$ cat config.mk
export PLATFORM = sky130hd
export DESIGN_NAME = top_n_score_table
export DESIGN_NICKNAME = d
export VERILOG_FILES = /design/src/rtl/core/tnst_pkg.sv /design/src/rtl/core/tnst_dpath.sv /design/src/rtl/core/tnst_ctrl.sv /design/src/rtl/core/top_n_score_table.sv
export SDC_FILE = /design/constraint.sdc
export NUM_CORES = 2
export LEC_CHECK = 0
export BUFFER_PORTS_ARGS = -buffer_cell sky130_fd_sc_hd__clkbuf_2
export CORE_MARGIN = 8
export CORE_UTILIZATION = 50
export CTS_CLUSTER_DIAMETER = 60
export CTS_CLUSTER_SIZE = 8
export DETAILED_ROUTE_END_ITERATION = 10
export PLACE_DENSITY_LB_ADDON = 0.1
export SKIP_CTS_REPAIR_TIMING = 1
export SLEW_MARGIN = 20
export SYNTH_ARGS = -nofsm -noshare
export SYNTH_HDL_FRONTEND = slang
export SYNTH_SLANG_ARGS = --single-unit
$ cat constraint.sdc
create_clock -name clk_i -period 14.2 [get_ports clk_i]
set_clock_uncertainty 0.1 [all_clocks]
set_input_delay 1.42 -clock clk_i [delete_from_list [all_inputs] [get_ports clk_i]]
set_output_delay 1.42 -clock clk_i [all_outputs]
set_load 0.005 [all_outputs]
$ cat src/rtl/core/tnst_pkg.sv
// Shared constants and controller/datapath interface types for the top-N score table.
package tnst_pkg;

  localparam int TABLE_SIZE = 10;
  localparam int IDX_W      = (TABLE_SIZE > 1) ? $clog2(TABLE_SIZE) : 1;
  localparam int CNT_W      = $clog2(TABLE_SIZE + 1);
  localparam int RANK_W     = 4;
  localparam int DATA_W     = 32;

  localparam logic OP_INSERT = 1'b0;
  localparam logic OP_DUMP   = 1'b1;

  localparam logic [DATA_W-1:0] DEFAULT_TAG_RST = DATA_W'(1);

  // controller -> datapath
  typedef struct packed {
    logic             capture;     // latch insert operands, evaluate compares
    logic             commit;      // write insert into table and output word
    logic             load_entry;  // dump one stored entry into output word
    logic             load_empty;  // dump of an empty table
    logic             last;        // final word of a dump
    logic [IDX_W-1:0] idx;         // dump read index
  } tnst_cmd_t;

  // datapath -> controller
  typedef struct packed {
    logic [CNT_W-1:0] count;
  } tnst_stat_t;

endpackage

$ cat src/rtl/core/tnst_dpath.sv
// Datapath: sorted entry cells, insert compare vector, output word register.
module tnst_dpath import tnst_pkg::*; (
  input  logic                     clk_i,
  input  logic                     rst_ni,
  input  tnst_cmd_t                cmd_i,
  output tnst_stat_t               stat_o,
  input  logic                     cfg_we_i,
  input  logic [DATA_W-1:0]        cfg_wdata_i,
  input  logic signed [DATA_W-1:0] new_score_i,
  input  logic [DATA_W-1:0]        player_tag_i,
  output logic [RANK_W-1:0]        rank_o,
  output logic signed [DATA_W-1:0] entry_score_o,
  output logic [DATA_W-1:0]        entry_tag_o,
  output logic                     entry_valid_o,
  output logic                     dropped_o,
  output logic                     last_o
);

  logic signed [DATA_W-1:0] score_q [TABLE_SIZE];
  logic [DATA_W-1:0]        tag_q   [TABLE_SIZE];
  logic [CNT_W-1:0]         count_q;
  logic [DATA_W-1:0]        def_tag_q;

  logic signed [DATA_W-1:0] ins_score_q;
  logic [DATA_W-1:0]        ins_tag_q;
  logic [TABLE_SIZE-1:0]    ge_d, ge_q;
  logic [TABLE_SIZE-1:0]    hot;
  logic [IDX_W-1:0]         pos;
  logic                     drop;

  logic [RANK_W-1:0]        rank_q;
  logic signed [DATA_W-1:0] out_score_q;
  logic [DATA_W-1:0]        out_tag_q;
  logic                     out_valid_q, dropped_q, last_q;

  // stored entry at or above the new score; the set bits form a prefix
  always_comb begin
    for (int i = 0; i < TABLE_SIZE; i++) begin
      ge_d[i] = (CNT_W'(i) < count_q) && (score_q[i] >= new_score_i);
    end
  end

  // first cell below the new score takes it
  always_comb begin
    hot[0] = ~ge_q[0];
    for (int i = 1; i < TABLE_SIZE; i++) begin
      hot[i] = ~ge_q[i] & ge_q[i-1];
    end
    pos = '0;
    for (int i = 0; i < TABLE_SIZE; i++) begin
      pos = pos | (hot[i] ? IDX_W'(i) : '0);
    end
  end

  assign drop = &ge_q;

  always_ff @(posedge clk_i or negedge rst_ni) begin
    if (!rst_ni) begin
      def_tag_q <= DEFAULT_TAG_RST;
    end else if (cfg_we_i) begin
      def_tag_q <= cfg_wdata_i;
    end
  end

  always_ff @(posedge clk_i) begin
    if (cmd_i.capture) begin
      ins_score_q <= new_score_i;
      ins_tag_q   <= (player_tag_i == '0) ? def_tag_q : player_tag_i;
      ge_q        <= ge_d;
    end
  end

  always_ff @(posedge clk_i or negedge rst_ni) begin
    if (!rst_ni) begin
      count_q <= '0;
    end else if (cmd_i.commit && !drop && (count_q < CNT_W'(TABLE_SIZE))) begin
      count_q <= count_q + CNT_W'(1);
    end
  end

  // cells below the insert point move down one place
  always_ff @(posedge clk_i) begin
    if (cmd_i.commit && !drop) begin
      if (hot[0]) begin
        score_q[0] <= ins_score_q;
        tag_q[0]   <= ins_tag_q;
      end
      for (int i = 1; i < TABLE_SIZE; i++) begin
        if (hot[i]) begin
          score_q[i] <= ins_score_q;
          tag_q[i]   <= ins_tag_q;
        end else if (!ge_q[i]) begin
          score_q[i] <= score_q[i-1];
          tag_q[i]   <= tag_q[i-1];
        end
      end
    end
  end

  always_ff @(posedge clk_i) begin
    if (cmd_i.commit) begin
      rank_q      <= drop ? RANK_W'(TABLE_SIZE) : RANK_W'(pos);
      out_score_q <= ins_score_q;
      out_tag_q   <= ins_tag_q;
      out_valid_q <= 1'b1;
      dropped_q   <= drop;
      last_q      <= 1'b1;
    end else if (cmd_i.load_entry) begin
      rank_q      <= RANK_W'(cmd_i.idx);
      out_score_q <= score_q[cmd_i.idx];
      out_tag_q   <= tag_q[cmd_i.idx];
      out_valid_q <= 1'b1;
      dropped_q   <= 1'b0;
      last_q      <= cmd_i.last;
    end else if (cmd_i.load_empty) begin
      rank_q      <= '0;
      out_score_q <= '0;
      out_tag_q   <= '0;
      out_valid_q <= 1'b0;
      dropped_q   <= 1'b0;
      last_q      <= 1'b1;
    end
  end

  assign stat_o.count  = count_q;
  assign rank_o        = rank_q;
  assign entry_score_o = out_score_q;
  assign entry_tag_o   = out_tag_q;
  assign entry_valid_o = out_valid_q;
  assign dropped_o     = dropped_q;
  assign last_o        = last_q;

endmodule

$ cat src/rtl/core/tnst_ctrl.sv
// Controller: sequences inserts and dumps, owns the output word handshake.
module tnst_ctrl import tnst_pkg::*; (
  input  logic       clk_i,
  input  logic       rst_ni,
  input  logic       in_valid_i,
  output logic       in_ready_o,
  input  logic       opcode_i,
  output logic       out_valid_o,
  input  logic       out_ready_i,
  input  tnst_stat_t stat_i,
  output tnst_cmd_t  cmd_o
);

  typedef enum logic [1:0] {
    ST_IDLE,
    ST_INSERT,
    ST_DUMP
  } state_e;

  state_e           state_q, state_d;
  logic [IDX_W-1:0] idx_q, idx_d;
  logic             out_valid_q, out_valid_d;
  logic             slot_free;
  logic             is_last;

  assign slot_free  = ~out_valid_q | out_ready_i;
  assign is_last    = (CNT_W'(idx_q) + CNT_W'(1)) == stat_i.count;
  assign in_ready_o = (state_q == ST_IDLE);

  always_comb begin
    state_d     = state_q;
    idx_d       = idx_q;
    out_valid_d = out_valid_q & ~out_ready_i;
    cmd_o       = '0;
    cmd_o.idx   = idx_q;
    cmd_o.last  = is_last;
    unique case (state_q)
      ST_IDLE: begin
        if (in_valid_i) begin
          if (opcode_i == OP_INSERT) begin
            cmd_o.capture = 1'b1;
            state_d       = ST_INSERT;
          end else begin
            idx_d   = '0;
            state_d = ST_DUMP;
          end
        end
      end
      ST_INSERT: begin
        if (slot_free) begin
          cmd_o.commit = 1'b1;
          out_valid_d  = 1'b1;
          state_d      = ST_IDLE;
        end
      end
      ST_DUMP: begin
        if (slot_free) begin
          out_valid_d = 1'b1;
          if (stat_i.count == '0) begin
            cmd_o.load_empty = 1'b1;
            state_d          = ST_IDLE;
          end else begin
            cmd_o.load_entry = 1'b1;
            if (is_last) begin
              state_d = ST_IDLE;
            end else begin
              idx_d = idx_q + IDX_W'(1);
            end
          end
        end
      end
      default: begin
        state_d = ST_IDLE;
      end
    endcase
  end

  always_ff @(posedge clk_i or negedge rst_ni) begin
    if (!rst_ni) begin
      state_q     <= ST_IDLE;
      idx_q       <= '0;
      out_valid_q <= 1'b0;
    end else begin
      state_q     <= state_d;
      idx_q       <= idx_d;
      out_valid_q <= out_valid_d;
    end
  end

  assign out_valid_o = out_valid_q;

endmodule

$ cat src/rtl/core/top_n_score_table.sv
// Top level of the top-N score table: controller plus datapath.
//
// Keeps up to TABLE_SIZE (score, tag) entries in descending score order.
// Input channel (in_valid_i/in_ready_o): opcode_i 0 inserts new_score_i with
// player_tag_i (tag 0 stores the default tag), opcode_i 1 dumps the table.
// Output channel (out_valid_o/out_ready_i): one word per insert giving the
// rank reached or dropped_o, or one word per stored entry on a dump with
// last_o on the final one; an empty table dumps one word with entry_valid_o 0.
// Insert: on acceptance the operands and compare vector are registered, and
// the insert state then shifts the cells and loads the output word once the
// output slot is free; no new item is taken until that insert commits.
// Dump: after the start, one output word per cycle while the output slot is
// free, set by the single read port on the entry cells.
// The output word register lets a new item be accepted while the previous
// word waits; while out_ready_i is low the sequencer holds and the input
// side stops taking items once the current one needs the output slot.
// Reset empties the table and sets the default tag to 1. cfg_we_i writes the
// default tag; write it only while the block is idle.
module top_n_score_table import tnst_pkg::*; (
  input  logic                     clk_i,
  input  logic                     rst_ni,
  input  logic                     cfg_we_i,
  input  logic [DATA_W-1:0]        cfg_wdata_i,
  input  logic                     in_valid_i,
  output logic                     in_ready_o,
  input  logic                     opcode_i,
  input  logic signed [DATA_W-1:0] new_score_i,
  input  logic [DATA_W-1:0]        player_tag_i,
  output logic                     out_valid_o,
  input  logic                     out_ready_i,
  output logic [RANK_W-1:0]        rank_o,
  output logic signed [DATA_W-1:0] entry_score_o,
  output logic [DATA_W-1:0]        entry_tag_o,
  output logic                     entry_valid_o,
  output logic                     dropped_o,
  output logic                     last_o
);

  tnst_cmd_t  cmd;
  tnst_stat_t stat;

  tnst_ctrl u_ctrl (
    .clk_i       (clk_i),
    .rst_ni      (rst_ni),
    .in_valid_i  (in_valid_i),
    .in_ready_o  (in_ready_o),
    .opcode_i    (opcode_i),
    .out_valid_o (out_valid_o),
    .out_ready_i (out_ready_i),
    .stat_i      (stat),
    .cmd_o       (cmd)
  );

  tnst_dpath u_dpath (
    .clk_i         (clk_i),
    .rst_ni        (rst_ni),
    .cmd_i         (cmd),
    .stat_o        (stat),
    .cfg_we_i      (cfg_we_i),
    .cfg_wdata_i   (cfg_wdata_i),
    .new_score_i   (new_score_i),
    .player_tag_i  (player_tag_i),
    .rank_o        (rank_o),
    .entry_score_o (entry_score_o),
    .entry_tag_o   (entry_tag_o),
    .entry_valid_o (entry_valid_o),
    .dropped_o     (dropped_o),
    .last_o        (last_o)
  );

endmodule
==> impl_metrics.toml <==
[cts]
cts-buffers-inserted = 117
clk_root_buffer_cell = "clkbuf_16"
path_clk_slew_ns = 0.05
tritoncts = "yes"
clock_latency_ns = 0.71
htreeDepth = 3
clockBufferDepth = 3
clkSinkCount = 828

[synthesis]
syn_area_sq_um = 45960
syn_nets = 3554
synthDistinctLibCells = 57
synth_top_cells_by_count = "edfxtp_1, mux2_2, ha_1, a21oi_1, mux4_2"
async_flop_share_pct = 5.193
ys_seq_elements = 828
synth.avg_cell_area_sq_um = 14.70
synth_top_area_cell = "edfxtp_1"
synth_fa_ha_area_share_pct = 8.875
synth-seq-area-share_pct = 53.59
synth_edf_count = 783
yosysTopAreaCellShare_pct = 51.16
synth.most_common_cell = "edfxtp_1"
synth_simple_gate_area_share_pct = 4.405
ys_top_cells_by_area = "edfxtp_1, mux2_2, ha_1"
synthMuxAreaShare_pct = 22.59
ys.flop_type = "edfxtp_1"
synth_compound_area_share_pct = 7.375
synth-xor-area-share_pct = 0.2668
synth_top_family_by_area = "multiplexers"
syn_inst = 3126
ys_warn_count = 0

[drt]
viasPerCell = 6.543
dr.pass1.iters = 5
wl_met2_mm = 65.79
avgRoutedWirePerCell_um = 30.69
met1_length_mm = 58.99
highest_layer = "met5"
drt_iter0_drc = 2837
wirelength_mm = 138.8
post-route-drc-count = 0
dr_wl_met3_mm = 10.25
drtAntennaViolNets = 0
vias = 29593

[placed_design]
gp_congestion = 0.9454
pre_cts_ws_ns = 9.366
placed_cells = 4330
dp_hpwl_mm = 88.44
io_buffers = 174

[global_route]
grt_start_max_net_pins = 71
grt_usage_pct = 26.65
grt-ovfl-total = 0
antenna_found_initial = 3
grt_pass1_wl_mm = 205.8
grt_pass1_vias = 30977

[timing]
relSlewSlack_pct = 21.99
fmax_mhz = 235.7
setup_violations = 0
tns_ns = 0
layout_setup_ws_ns = 9.958
rsz0062_at_grt = "false"
drv_slew = 0
tightest_slew_ns = 1.141
period_share_pct = 29.87
hold_violations = 0
period_needed_ns = 4.242

[layout]
nets = 3691
fin_cells = 4523
syn2layout_area_growth_pct = 11.39
layout-drive-gt1-share_pct = 33.14

[critical_path]
cp_common_cell = "a2111oi_0"
arrival_ns = 4.56
cpPeakStageDelay_ns = 0.99
crit_required_ns = 14.52
path_max_fanout = 10
r2r_cells = 7
critPathKind = "input port to register"
crit_path_end_kind = "register"
critical_path.cell_chain = "clkbuf_2 -> inv_1 -> ha_1 -> nand4_1 -> a21oi_1 -> a2111oi_0 -> o21ai_0 -> a2111oi_0 -> a211oi_1"
worstSetupStartpointType = "input port"
slowest_stage = "a2111oi_0"

[pwr]
p_leak_nw = 18.23
cellPowerDensity_nw_per_um2 = 158.3
ir_worst_vdd_mv = 0.1124

[floorplan]
io_pins = 175
die_h_um = 319.2
core_sq_um = 91390
num_rows = 111
die_w_um = 319.2
start_util_pct = 50.29
die_area_sq_um = 101900

[min_path]
hold_class = "register to register"
hold_path_depth = 1

[outcome]
outcome = "completed"

[flow_run]
maxCapViolCount = 0
[stage by stage]
stage	utilization (%)	cell area (sq um)	total power, mW	hold WS [ns]
4_1_cts	56.00	51180	8.149	0.4064
3_3_place_gp	52.27	47760	5.470	0.3863
5_1_grt	56.01	51190	8.422	0.4151
6_report	56.02	51200	8.105	0.4072
2_1_floorplan	-	45960	4.760	0.3244
3_5_place_dp	52.30	47790	5.522	0.3925
[flip-flops by register name (all words and copies together), names as in the netlist]
register / cells
u_dpath.score_q: 320
u_dpath.tag_q: 320
u_dpath.def_tag_q: 32
u_dpath.entry_score_o: 32
u_dpath.entry_tag_o: 32
u_dpath.ins_score_q: 32
u_dpath.ins_tag_q: 32
u_dpath.ge_q: 10
u_ctrl.idx_q: 4
u_dpath.rank_o: 4
u_dpath.stat_o: 4
u_ctrl.state_q: 2
u_ctrl.out_valid_o: 1
u_dpath.dropped_o: 1
u_dpath.entry_valid_o: 1
u_dpath.last_o: 1
[path summary, 6_finish.rpt]
kind / start / endpoint / slack (ns)
worst max-delay path: new_score_i[27] / u_dpath.ge_q[9]$_DFFE_PP_ / 9.96
worst min-delay path: u_dpath.def_tag_q[5]$_DFFE_PN0P_ / u_dpath.def_tag_q[5]$_DFFE_PN0P_ / 0.41
worst max register to register: u_ctrl.state_q[1]$_DFFE_PN0P_ / u_dpath.tag_q[4][30]$_DFFE_PP_ / 10.38
worst min register to register: u_dpath.def_tag_q[5]$_DFFE_PN0P_ / u_dpath.def_tag_q[5]$_DFFE_PN0P_ / 0.41
max in group asynchronous: rst_ni / u_ctrl.idx_q[3]$_DFFE_PN0P_ / 12.76
min in group asynchronous: rst_ni / u_dpath.def_tag_q[25]$_DFFE_PN0P_ / 0.73
[critical path, delay by kind of cell]
kind / cells / cell delay, ns
AO/OA/AOI/OAI: 5 / 2.12
buffers and inverters: 2 / 0.46
AND/OR/NAND/NOR: 1 / 0.21
adder cells (fa/ha/maj): 1 / 0.34
[cell families after synthesis]
group,after synthesis
mux,801
compound gates,514
buf+inv,273
flops,828
simple gates,370
xor+xnor,14
fa+ha+maj,326
[power by group]
group,total [mW],leakage [nW],switching [mW],internal [mW]
registers,3.53,7.70,0.294,3.24
logic,1.96,8.92,1.14,0.816
clock network,2.61,1.61,1.07,1.54
[metal layers]
layer / global-route usage, % / up-vias
li1: - / 12750
met1: 36.80 / 15334
met2: 43.16 / 1268
met3: 4.579 / 239
met4: 8.047 / 2
met5: 0 / -
[layout make-up]
type	count	area (sq um)
clock inverters	15	221.5
well taps	1186	1484
flip-flops and latches	828	24640
diodes	3	7.507
repair buffers	229	1300
clock buffers	175	3167
fillers	7357	40190
inverters	62	234.0
multi-input cells	2025	20140
[cells in the final DEF, fill, tap and decap left out, types with 8 or more instances in the layout]
cell / instances
edfxtp_1: 783
nor2_1: 42
ha_1: 326
nand2_1: 71
dfrtp_1: 38
a211oi_1: 80
clkbuf_1: 57
clkbuf_2: 174
buf_4: 53
a21oi_1: 186
o21ai_0: 48
nand3_1: 28
nor2_4: 11
a21o_1: 80
nor2b_1: 11
xnor2_1: 8
nor3_1: 21
inv_1: 61
mux2_1: 33
and2_1: 65
a22o_1: 66
mux4_2: 128
clkbuf_16: 118
mux2_2: 576
nor3_4: 9
nor4_1: 15
mux2i_1: 64
o211ai_1: 11
nand4_1: 68
Power figures use the tool's default switching activity.
